<file path="config.mk">
export PLATFORM = sky130hd
export DESIGN_NAME = patch_instruction_stream_parser
export DESIGN_NICKNAME = d
export VERILOG_FILES = /design/src/pisp_pkg.sv /design/src/patch_instruction_stream_parser.sv /design/src/pisp_queue.sv /design/src/pisp_front.sv /design/src/pisp_back.sv
export SDC_FILE = /design/constraint.sdc
export NUM_CORES = 2
export LEC_CHECK = 0
export ABC_AREA = 1
export BUFFER_PORTS_ARGS = -buffer_cell sky130_fd_sc_hd__buf_2
export CORE_ASPECT_RATIO = 1.1
export CORE_UTILIZATION = 54
export CTS_CLUSTER_SIZE = 28
export DETAILED_ROUTE_END_ITERATION = 6
export PLACE_DENSITY = 0.71
export SLEW_MARGIN = 0
export SYNTH_ARGS = -nofsm -noshare
export SYNTH_HDL_FRONTEND = slang
export SYNTH_SLANG_ARGS = --single-unit
</file>
<file path="constraint.sdc">
create_clock -name clk_i -period 23.6 [get_ports clk_i]
set_clock_uncertainty 0.15 [all_clocks]
set_input_delay 5.9 -clock clk_i [delete_from_list [all_inputs] [get_ports clk_i]]
set_output_delay 5.9 -clock clk_i [all_outputs]
set_load 0.02 [all_outputs]
</file>
<file path="src/pisp_pkg.sv">
package pisp_pkg;

  // parse position within one instruction
  typedef enum logic [2:0] {
    PH_TYPE,
    PH_F1,
    PH_F2,
    PH_F3,
    PH_RVAL,
    PH_IDATA
  } phase_e;

  // instruction selected by the type byte
  typedef enum logic [1:0] {
    KIND_REPEAT,
    KIND_INSERT,
    KIND_COPY
  } kind_e;

  // command code on the result side
  typedef enum logic [1:0] {
    CMD_WRITE = 2'd0,
    CMD_FILL  = 2'd1,
    CMD_COPY  = 2'd2
  } cmd_e;

  localparam logic [7:0] TYPE_REPEAT = 8'h52;  // 'R'
  localparam logic [7:0] TYPE_INSERT = 8'h49;  // 'I'
  localparam logic [7:0] TYPE_COPY   = 8'h43;  // 'C'

  localparam int unsigned QUEUE_DEPTH = 2;
  localparam int unsigned CMD_BITS    = 2;
  localparam int unsigned OUT_BITS    = 32;

endpackage

</file>
<file path="src/patch_instruction_stream_parser.sv">
// Patch instruction stream parser: takes a decompressed patch stream one byte per word and
// turns repeat, insert and copy instructions into fill, byte-write and copy commands for a
// target buffer of target_size bytes. One byte is accepted every cycle while full is low;
// type and field bytes give no word, each insert data byte gives one write word, the value
// byte of a repeat one fill word and the last byte of a copy's end field one copy word. A
// command passes from its last byte through the two-entry command queue between the parser
// and the executer and then through the result register to the result ports. The
// executer retires one command per cycle, so with pop held high the stream never stalls;
// full only rises when results are not being taken. target_size may only be written while
// no command is in flight.
module patch_instruction_stream_parser #(
  parameter int unsigned ADDR_BITS   = 32,
  parameter int unsigned FIELD_BYTES = 8
) (
  input  logic        clk_i,
  input  logic        rst_ni,
  // byte side
  input  logic        push,
  output logic        full,
  input  logic [7:0]  patch_byte_i,
  // command side
  output logic        empty,
  input  logic        pop,
  output logic [1:0]  command_kind_o,
  output logic [31:0] dest_addr_o,
  output logic [31:0] src_addr_o,
  output logic [31:0] run_length_o,
  output logic [7:0]  byte_value_o,
  output logic        field_error_o,
  // configuration
  input  logic        target_size_we_i,
  input  logic [31:0] target_size_i
);

  localparam int unsigned FIELD_W = 8 * FIELD_BYTES;
  // kind, three fields, value byte, error flag
  localparam int unsigned ENTRY_W = pisp_pkg::CMD_BITS + 3 * FIELD_W + 9;

  logic                  byte_take;
  logic                  cmd_valid;
  pisp_pkg::cmd_e        cmd_kind;
  logic [FIELD_W-1:0]    cmd_a, cmd_b, cmd_c;
  logic [7:0]            cmd_value;
  logic                  cmd_err;

  logic [ENTRY_W-1:0]    q_wdata, q_rdata;
  logic                  q_full, q_valid, q_pop;

  logic [pisp_pkg::CMD_BITS-1:0] h_kind;
  logic [FIELD_W-1:0]    h_a, h_b, h_c;
  logic [7:0]            h_value;
  logic                  h_err;
  logic                  out_valid;

  // the parser only moves when the queue can take whatever this byte produces
  assign full      = q_full;
  assign byte_take = push && !q_full;

  pisp_front #(
    .ADDR_BITS  (ADDR_BITS),
    .FIELD_BYTES(FIELD_BYTES)
  ) u_front (
    .clk_i       (clk_i),
    .rst_ni      (rst_ni),
    .byte_valid_i(byte_take),
    .byte_i      (patch_byte_i),
    .cmd_valid_o (cmd_valid),
    .cmd_kind_o  (cmd_kind),
    .cmd_a_o     (cmd_a),
    .cmd_b_o     (cmd_b),
    .cmd_c_o     (cmd_c),
    .cmd_value_o (cmd_value),
    .cmd_err_o   (cmd_err)
  );

  assign q_wdata = {pisp_pkg::CMD_BITS'(cmd_kind), cmd_a, cmd_b, cmd_c, cmd_value, cmd_err};

  // decouples parsing from command execution
  pisp_queue #(
    .WIDTH(ENTRY_W),
    .DEPTH(pisp_pkg::QUEUE_DEPTH)
  ) u_queue (
    .clk_i    (clk_i),
    .rst_ni   (rst_ni),
    .wr_en_i  (cmd_valid),
    .wr_data_i(q_wdata),
    .full_o   (q_full),
    .rd_en_i  (q_pop),
    .rd_data_o(q_rdata),
    .valid_o  (q_valid)
  );

  assign {h_kind, h_a, h_b, h_c, h_value, h_err} = q_rdata;

  // fill clamping, copy length and end-before-begin check, then the result register
  pisp_back #(
    .FIELD_BYTES(FIELD_BYTES)
  ) u_back (
    .clk_i       (clk_i),
    .rst_ni      (rst_ni),
    .ts_we_i     (target_size_we_i),
    .ts_i        (target_size_i),
    .head_valid_i(q_valid),
    .head_pop_o  (q_pop),
    .head_kind_i (pisp_pkg::cmd_e'(h_kind)),
    .head_a_i    (h_a),
    .head_b_i    (h_b),
    .head_c_i    (h_c),
    .head_value_i(h_value),
    .head_err_i  (h_err),
    .out_valid_o (out_valid),
    .out_pop_i   (pop),
    .out_kind_o  (command_kind_o),
    .out_dest_o  (dest_addr_o),
    .out_src_o   (src_addr_o),
    .out_len_o   (run_length_o),
    .out_value_o (byte_value_o),
    .out_err_o   (field_error_o)
  );

  assign empty = !out_valid;

endmodule

</file>
<file path="src/pisp_queue.sv">
module pisp_queue #(
  parameter int unsigned WIDTH = 8,
  parameter int unsigned DEPTH = 2
) (
  input  logic             clk_i,
  input  logic             rst_ni,
  input  logic             wr_en_i,
  input  logic [WIDTH-1:0] wr_data_i,
  output logic             full_o,
  input  logic             rd_en_i,
  output logic [WIDTH-1:0] rd_data_o,
  output logic             valid_o
);

  localparam int unsigned PTR_W = (DEPTH > 1) ? $clog2(DEPTH) : 1;
  localparam int unsigned CNT_W = $clog2(DEPTH + 1);

  logic [WIDTH-1:0] mem_q [DEPTH];
  logic [PTR_W-1:0] wr_ptr_q, wr_ptr_d;
  logic [PTR_W-1:0] rd_ptr_q, rd_ptr_d;
  logic [CNT_W-1:0] count_q, count_d;
  logic             do_wr, do_rd;

  assign full_o    = (count_q == CNT_W'(DEPTH));
  assign valid_o   = (count_q != '0);
  assign rd_data_o = mem_q[rd_ptr_q];
  assign do_wr     = wr_en_i && !full_o;
  assign do_rd     = rd_en_i && valid_o;

  always_comb begin
    wr_ptr_d = wr_ptr_q;
    rd_ptr_d = rd_ptr_q;
    count_d  = count_q;
    if (do_wr) begin
      wr_ptr_d = (wr_ptr_q == PTR_W'(DEPTH - 1)) ? '0 : wr_ptr_q + 1'b1;
    end
    if (do_rd) begin
      rd_ptr_d = (rd_ptr_q == PTR_W'(DEPTH - 1)) ? '0 : rd_ptr_q + 1'b1;
    end
    if (do_wr && !do_rd) begin
      count_d = count_q + 1'b1;
    end else if (do_rd && !do_wr) begin
      count_d = count_q - 1'b1;
    end
  end

  always_ff @(posedge clk_i or negedge rst_ni) begin
    if (!rst_ni) begin
      wr_ptr_q <= '0;
      rd_ptr_q <= '0;
      count_q  <= '0;
    end else begin
      wr_ptr_q <= wr_ptr_d;
      rd_ptr_q <= rd_ptr_d;
      count_q  <= count_d;
    end
  end

  always_ff @(posedge clk_i) begin
    if (do_wr) begin
      mem_q[wr_ptr_q] <= wr_data_i;
    end
  end

endmodule

</file>
<file path="src/pisp_front.sv">
module pisp_front #(
  parameter int unsigned ADDR_BITS   = 32,
  parameter int unsigned FIELD_BYTES = 8
) (
  input  logic                           clk_i,
  input  logic                           rst_ni,
  input  logic                           byte_valid_i,
  input  logic [7:0]                     byte_i,
  output logic                           cmd_valid_o,
  output pisp_pkg::cmd_e                 cmd_kind_o,
  output logic [8*FIELD_BYTES-1:0]       cmd_a_o,
  output logic [8*FIELD_BYTES-1:0]       cmd_b_o,
  output logic [8*FIELD_BYTES-1:0]       cmd_c_o,
  output logic [7:0]                     cmd_value_o,
  output logic                           cmd_err_o
);

  localparam int unsigned FIELD_W = 8 * FIELD_BYTES;
  localparam int unsigned CNT_W   = $clog2(FIELD_BYTES);

  pisp_pkg::phase_e     phase_q, phase_d;
  pisp_pkg::kind_e      kind_q, kind_d;
  logic [CNT_W-1:0]     cnt_q, cnt_d;
  logic [FIELD_W-1:0]   shift_q, shift_d;
  logic [FIELD_W-1:0]   first_q, first_d;
  logic [FIELD_W-1:0]   second_q, second_d;
  logic [FIELD_W-1:0]   remain_q, remain_d;
  logic [ADDR_BITS-1:0] iaddr_q, iaddr_d;

  logic [FIELD_W-1:0]   field_v;
  logic                 last_byte;
  logic                 fits_first, fits_second, fits_v;

  assign field_v     = shift_q | (FIELD_W'(byte_i) << {cnt_q, 3'b000});
  assign last_byte   = (cnt_q == CNT_W'(FIELD_BYTES - 1));
  assign fits_first  = ((first_q >> ADDR_BITS) == '0);
  assign fits_second = ((second_q >> ADDR_BITS) == '0);
  assign fits_v      = ((field_v >> ADDR_BITS) == '0);

  // next state and field collection
  always_comb begin
    phase_d  = phase_q;
    kind_d   = kind_q;
    cnt_d    = cnt_q;
    shift_d  = shift_q;
    first_d  = first_q;
    second_d = second_q;
    remain_d = remain_q;
    iaddr_d  = iaddr_q;
    if (byte_valid_i) begin
      unique case (phase_q)
        pisp_pkg::PH_TYPE: begin
          cnt_d   = '0;
          shift_d = '0;
          priority if (byte_i == pisp_pkg::TYPE_REPEAT) begin
            kind_d  = pisp_pkg::KIND_REPEAT;
            phase_d = pisp_pkg::PH_F1;
          end else if (byte_i == pisp_pkg::TYPE_INSERT) begin
            kind_d  = pisp_pkg::KIND_INSERT;
            phase_d = pisp_pkg::PH_F1;
          end else if (byte_i == pisp_pkg::TYPE_COPY) begin
            kind_d  = pisp_pkg::KIND_COPY;
            phase_d = pisp_pkg::PH_F1;
          end else begin
            cnt_d   = cnt_q;
            shift_d = shift_q;
          end
        end
        pisp_pkg::PH_F1, pisp_pkg::PH_F2, pisp_pkg::PH_F3: begin
          if (!last_byte) begin
            shift_d = field_v;
            cnt_d   = cnt_q + 1'b1;
          end else begin
            shift_d = '0;
            cnt_d   = '0;
            unique case (phase_q)
              pisp_pkg::PH_F1: begin
                first_d = field_v;
                phase_d = pisp_pkg::PH_F2;
              end
              pisp_pkg::PH_F2: begin
                second_d = field_v;
                unique case (kind_q)
                  pisp_pkg::KIND_REPEAT: phase_d = pisp_pkg::PH_RVAL;
                  pisp_pkg::KIND_INSERT: begin
                    remain_d = field_v;
                    iaddr_d  = ADDR_BITS'(first_q);
                    phase_d  = (field_v != '0) ? pisp_pkg::PH_IDATA : pisp_pkg::PH_TYPE;
                  end
                  pisp_pkg::KIND_COPY:   phase_d = pisp_pkg::PH_F3;
                  default:               phase_d = pisp_pkg::PH_TYPE;
                endcase
              end
              default: phase_d = pisp_pkg::PH_TYPE;
            endcase
          end
        end
        pisp_pkg::PH_RVAL: phase_d = pisp_pkg::PH_TYPE;
        pisp_pkg::PH_IDATA: begin
          iaddr_d = iaddr_q + 1'b1;
          if (remain_q != '0) begin
            remain_d = remain_q - 1'b1;
          end
          if (remain_q <= FIELD_W'(1)) begin
            phase_d = pisp_pkg::PH_TYPE;
          end
        end
        default: phase_d = pisp_pkg::PH_TYPE;
      endcase
    end
  end

  // command word towards the queue
  always_comb begin
    cmd_valid_o = 1'b0;
    cmd_kind_o  = pisp_pkg::CMD_WRITE;
    cmd_a_o     = first_q;
    cmd_b_o     = second_q;
    cmd_c_o     = field_v;
    cmd_value_o = byte_i;
    cmd_err_o   = !fits_first || !fits_second;
    unique case (phase_q)
      pisp_pkg::PH_F3: begin
        cmd_valid_o = byte_valid_i && last_byte;
        cmd_kind_o  = pisp_pkg::CMD_COPY;
        cmd_err_o   = !fits_first || !fits_second || !fits_v;
      end
      pisp_pkg::PH_RVAL: begin
        cmd_valid_o = byte_valid_i;
        cmd_kind_o  = pisp_pkg::CMD_FILL;
      end
      pisp_pkg::PH_IDATA: begin
        cmd_valid_o = byte_valid_i;
        cmd_kind_o  = pisp_pkg::CMD_WRITE;
        cmd_a_o     = FIELD_W'(iaddr_q);
      end
      default: cmd_valid_o = 1'b0;
    endcase
  end

  always_ff @(posedge clk_i or negedge rst_ni) begin
    if (!rst_ni) begin
      phase_q  <= pisp_pkg::PH_TYPE;
      kind_q   <= pisp_pkg::KIND_REPEAT;
      cnt_q    <= '0;
      shift_q  <= '0;
      first_q  <= '0;
      second_q <= '0;
      remain_q <= '0;
      iaddr_q  <= '0;
    end else begin
      phase_q  <= phase_d;
      kind_q   <= kind_d;
      cnt_q    <= cnt_d;
      shift_q  <= shift_d;
      first_q  <= first_d;
      second_q <= second_d;
      remain_q <= remain_d;
      iaddr_q  <= iaddr_d;
    end
  end

endmodule

</file>
<file path="src/pisp_back.sv">
module pisp_back #(
  parameter int unsigned FIELD_BYTES = 8
) (
  input  logic                     clk_i,
  input  logic                     rst_ni,
  input  logic                     ts_we_i,
  input  logic [31:0]              ts_i,
  input  logic                     head_valid_i,
  output logic                     head_pop_o,
  input  pisp_pkg::cmd_e           head_kind_i,
  input  logic [8*FIELD_BYTES-1:0] head_a_i,
  input  logic [8*FIELD_BYTES-1:0] head_b_i,
  input  logic [8*FIELD_BYTES-1:0] head_c_i,
  input  logic [7:0]               head_value_i,
  input  logic                     head_err_i,
  output logic                     out_valid_o,
  input  logic                     out_pop_i,
  output logic [1:0]               out_kind_o,
  output logic [31:0]              out_dest_o,
  output logic [31:0]              out_src_o,
  output logic [31:0]              out_len_o,
  output logic [7:0]               out_value_o,
  output logic                     out_err_o
);

  localparam int unsigned FIELD_W = 8 * FIELD_BYTES;

  logic [31:0]        ts_q;
  logic               valid_q;
  logic [1:0]         kind_q, kind_d;
  logic [31:0]        dest_q, dest_d;
  logic [31:0]        src_q, src_d;
  logic [31:0]        len_q, len_d;
  logic [7:0]         value_q, value_d;
  logic               err_q, err_d;

  logic [FIELD_W-1:0] ts_ext, room, fill_len, copy_len;
  logic               past_end, copy_back;
  logic               advance;

  assign advance    = !valid_q || out_pop_i;
  assign head_pop_o = advance && head_valid_i;

  // fill clamp and copy span
  assign ts_ext    = FIELD_W'(ts_q);
  assign past_end  = (head_a_i >= ts_ext);
  assign room      = ts_ext - head_a_i;
  assign fill_len  = past_end ? '0 : ((head_b_i < room) ? head_b_i : room);
  assign copy_back = (head_c_i < head_b_i);
  assign copy_len  = copy_back ? '0 : (head_c_i - head_b_i);

  always_comb begin
    kind_d  = pisp_pkg::CMD_BITS'(head_kind_i);
    dest_d  = 32'(head_a_i);
    src_d   = '0;
    len_d   = 32'd1;
    value_d = head_value_i;
    err_d   = head_err_i;
    unique case (head_kind_i)
      pisp_pkg::CMD_FILL: len_d = 32'(fill_len);
      pisp_pkg::CMD_COPY: begin
        src_d   = 32'(head_b_i);
        len_d   = 32'(copy_len);
        value_d = '0;
        err_d   = head_err_i || copy_back;
      end
      default: len_d = 32'd1;
    endcase
  end

  always_ff @(posedge clk_i or negedge rst_ni) begin
    if (!rst_ni) begin
      ts_q    <= '0;
      valid_q <= 1'b0;
    end else begin
      if (ts_we_i) begin
        ts_q <= ts_i;
      end
      if (advance) begin
        valid_q <= head_valid_i;
      end
    end
  end

  always_ff @(posedge clk_i) begin
    if (head_pop_o) begin
      kind_q  <= kind_d;
      dest_q  <= dest_d;
      src_q   <= src_d;
      len_q   <= len_d;
      value_q <= value_d;
      err_q   <= err_d;
    end
  end

  assign out_valid_o = valid_q;
  assign out_kind_o  = kind_q;
  assign out_dest_o  = dest_q;
  assign out_src_o   = src_q;
  assign out_len_o   = len_q;
  assign out_value_o = value_q;
  assign out_err_o   = err_q;

endmodule
</file>
==> results.yml <==
clock_tree:
  cts.repair.resized: 0
  clock-sinks: 846
  worst_setup_hold_path_clk_slew_ps: 60
  cts.path.max_buffers: 3
  ctsHoldBuffers: 0
  post_cts.repair.setup_buffers: 0
  cts_tree: "built"
  worst_skew_pair.late_latency_ps: 670
  cts.root.buffer_cell: "sky130_fd_sc_hd__clkbuf_16"
  cts_inserted_buffers: 85
  htree_levels: 3
global_routing:
  grt_util_all_layers: 0.3035
  grt_max_degree: 88
  grt_pass1_vias: 31920
  wire_length_of_the_first_global_routing_pass_um: 187800
  gr-total-overflow: 0
  grt_antenna_before_repair: 2
floorplanning:
  core-area_um2: 79320
  initial_utilization: 0.5485
  design.die.area_um2: 81710
  chipWidth_um: 272.6
  placement_rows: 108
  io-pin-count: 154
  die_y_um: 299.7
yosys:
  average_size_of_a_mapped_cell_um2: 9.239
  cell_types_with_the_largest_area_share_after_synthesis: "sky130_fd_sc_hd__edfxtp_1 35%, sky130_fd_sc_hd__dfrtp_1 19%, sky130_fd_sc_hd__nand2_1 7.5%"
  synth_edf_count: 513
  seq_area_frac_synth: 0.5456
  cell_type_contributing_the_most_total_cell_area_after_synthesis: "sky130_fd_sc_hd__edfxtp_1"
  yosysWarningCount: 0
  synth-seq-cells: 846
  post_synth_instance_area_um2: 43510
  most_frequent_cell_after_synthesis: "sky130_fd_sc_hd__nand2_1"
  synth-async-reset-ratio: 0.3936
  syn-instance-count: 4709
  ys_dominant_reg_cell: "sky130_fd_sc_hd__edfxtp_1"
  synth_cell_types: 61
  syn_nets: 4923
  synthDominantCellAreaShare: 0.3541
  synthTopCellsByCount: "874 x sky130_fd_sc_hd__nand2_1, 539 x sky130_fd_sc_hd__inv_1, 513 x sky130_fd_sc_hd__edfxtp_1"
timing:
  timing.fmax_mhz: 109.9
  tightest_slew_ps: 1276
  post-route-period-util: 0.3855
  finalHoldViolations: 0
  grt_setup_unrepaired: "false"
  setup-violations-final: 0
  timing.final.max_slew_violations: 0
  worst_hold_slack_ps: 315.9
  fin_tns_setup_ps: 0
  setup_slack_ps: 14500
  max-slew-margin-rel: 0.1463
  finalCriticalPeriod_ps: 9099
power_and_ir_drop:
  cellLeakagePower_nw: 20.81
  cell_pwr_density_nw_per_um2: 138.6
  fin_total_pwr_mw: 6.702
  power.ir.vdd_worst_uv: 117.9
worst_setup_path:
  reg2reg_setup_slack_ps: 15680
  worst_ep_required_time_ps: 23720
  r2r_start: "u_queue.rd_ptr_q$_DFFE_PN0P_"
  crit_path_end_kind: "flop"
  critical-path-max-stage-delay_ps: 830
  timing.critical_path.cells: "buf_2 > o21ai_0 > inv_1 > nand2_1 > o22ai_1 > inv_1 > nor2_4 > buf_4 > buf_4"
  path_class: "input port to flop"
  critical_path_arrival_ps: 9220
  worstReg2RegEnd: "u_back.out_len_o[31]$_DFFE_PP_"
  critical_path_peak_fanout: 66
  worstSetupStartpointType: "input port"
  slowest_stage: "sky130_fd_sc_hd__buf_4"
  reg2reg_depth: 27
detailed_routing:
  drtIter0Drc: 3802
  route.detailed.drc: 0
  route.final.wire_length_um: 124400
  drt-pass1-iter-count: 7
  route.detailed.wl_per_inst_um: 20.88
  route.antenna.remaining_nets: 0
  via_count: 33960
  viasPerCell: 5.698
min_path:
  min_path_cells: 0
  worst_hold_path.endpoint: "u_queue.mem_q[0][85]$_DFFE_PP_"
  worst_hold_path_type: "flop to flop"
  worst_hold_startpoint: "u_front.cmd_b_o[12]$_DFFE_PN0P_"
final_layout:
  nFillCells: 6700
  finalInstanceArea_um2: 48350
  fin_nets: 5057
  layout-drive-gt1-share: 0.1241
  antenna_cells_inserted: 0
  area.growth.synth_to_final_pct: 11.13
placed_design:
  place.detailed.hpwl_um: 89600
  preCtsSetupSlack_ps: 13850
  place.gp.congestion: 0.9869
  placed_area_um2: 45400
  port_buffers: 153
run:
  drv.max_cap_violation_count: 0
status:
  run_status: "finished, final reports clean"
logic make-up after synthesis:
kind of cell	Yosys count	synth area share
compound gates	930	0.1163
xor+xnor	113	0.02275
fa+ha+maj	169	0.04895
buf+inv	732	0.06537
flops	846	0.5456
mux	44	0.01101
simple gates	1875	0.1900
cell usage in the layout (no fill, tap or decap), types with 7 or more instances in the layout:
cell type and n:
sky130_fd_sc_hd__nor2_1 468, sky130_fd_sc_hd__dfrtp_1 332, sky130_fd_sc_hd__a21oi_2 30, sky130_fd_sc_hd__ha_1 167
sky130_fd_sc_hd__inv_2 19, sky130_fd_sc_hd__nor2_4 7, sky130_fd_sc_hd__buf_2 152, sky130_fd_sc_hd__xnor2_1 34
sky130_fd_sc_hd__a21oi_1 310, sky130_fd_sc_hd__nand4_1 61, sky130_fd_sc_hd__o21ai_1 34, sky130_fd_sc_hd__nand2_1 873
sky130_fd_sc_hd__o21ai_2 11, sky130_fd_sc_hd__inv_1 539, sky130_fd_sc_hd__mux2i_1 13, sky130_fd_sc_hd__o21ai_0 422
sky130_fd_sc_hd__bufinv_16 11, sky130_fd_sc_hd__nor2_2 17, sky130_fd_sc_hd__xor2_1 79, sky130_fd_sc_hd__edfxtp_1 513
sky130_fd_sc_hd__nor3_1 68, sky130_fd_sc_hd__a31oi_1 17, sky130_fd_sc_hd__mux2_2 31, sky130_fd_sc_hd__or2_2 102
sky130_fd_sc_hd__clkbuf_8 11, sky130_fd_sc_hd__buf_4 64, sky130_fd_sc_hd__nand3_2 30, sky130_fd_sc_hd__clkbuf_16 88
sky130_fd_sc_hd__nand3b_1 9, sky130_fd_sc_hd__o21bai_1 13, sky130_fd_sc_hd__o211ai_1 13, sky130_fd_sc_hd__o22ai_1 36
sky130_fd_sc_hd__clkbuf_1 24, sky130_fd_sc_hd__nor4_1 39, sky130_fd_sc_hd__clkinv_1 8, sky130_fd_sc_hd__nand3_1 165
sky130_fd_sc_hd__or2_1 13, sky130_fd_sc_hd__o21a_1 10, sky130_fd_sc_hd__a21o_1 10
stage by stage:
step,instances,utilization
after CTS,5959,0.6095
after global placement,5801,0.5724
after floorplan,4709,-
final,5959,0.6095
after detailed placement,5801,0.5724
after global routing,5959,0.6095
worst max-delay path: cells and delay by family:
kind | cells | cell delay (ps)
compound gates | 2 | 410
buf+inv | 5 | 1980
simple gates | 2 | 750
final cells by class:
| class | count | area, um^2 | share of cell area |
|---|---|---|---|
| Tap cell | 1045 | 1308 | 0.02704 |
| Sequential cell | 846 | 23740 | 0.4910 |
| Inverter | 562 | 2115 | 0.04373 |
| Clock inverter | 35 | 503.0 | 0.01040 |
| Timing Repair Buffer | 217 | 1256 | 0.02598 |
| Clock buffer | 123 | 2444 | 0.05054 |
| Multi-Input combinational cell | 3131 | 16980 | 0.3512 |
worst max path at each step:
stage                     start                         endpoint  slack (ps)  cells past startpoint
after floorplan            push    u_queue.mem_q[1][0]$_DFFE_PP_        7810                      6
after global placement     push    u_queue.mem_q[1][3]$_DFFE_PP_       13890                      9
after detailed placement   push   u_queue.mem_q[1][58]$_DFFE_PP_       13850                      9
after CTS                  push  u_queue.mem_q[1][136]$_DFFE_PP_       14520                      9
after global routing       push   u_queue.mem_q[1][72]$_DFFE_PP_       14200                      9
final                      push   u_queue.mem_q[1][72]$_DFFE_PP_       14500                      9
flip-flops by register name, indices dropped and copies added, names as in the netlist, 3 cells and up:
name and count:
u_back.out_value_o 8, u_front.remain_q 64, u_back.ts_q 32, u_back.out_len_o 32
u_back.out_src_o 32, u_front.iaddr_q 32, u_front.first_q 64, u_front.cnt_q 3
u_front.phase_q 3, u_back.out_dest_o 32, u_queue.mem_q 406, u_front.shift_q 64
u_front.cmd_b_o 64
metal layers:
metal | track usage | share of wire | wire length [um]
met1 | 0.4130 | 0.42 | 51740
met2 | 0.4854 | 0.46 | 57760
met3 | 0.04009 | 0.073 | 9066
met4 | 0.1392 | 0.047 | 5807
met5 | 0 | 0.00023 | 29
where the power goes:
part | switching [mW] | internal (mW) | leakage [nW]
combinational | 2.20 | 0.903 | 10.2
clock | 0.589 | 0.845 | 1.43
sequential | 0.192 | 1.97 | 9.16
total | 2.98 | 3.72 | 20.8
(Power assumes the default switching activity.)
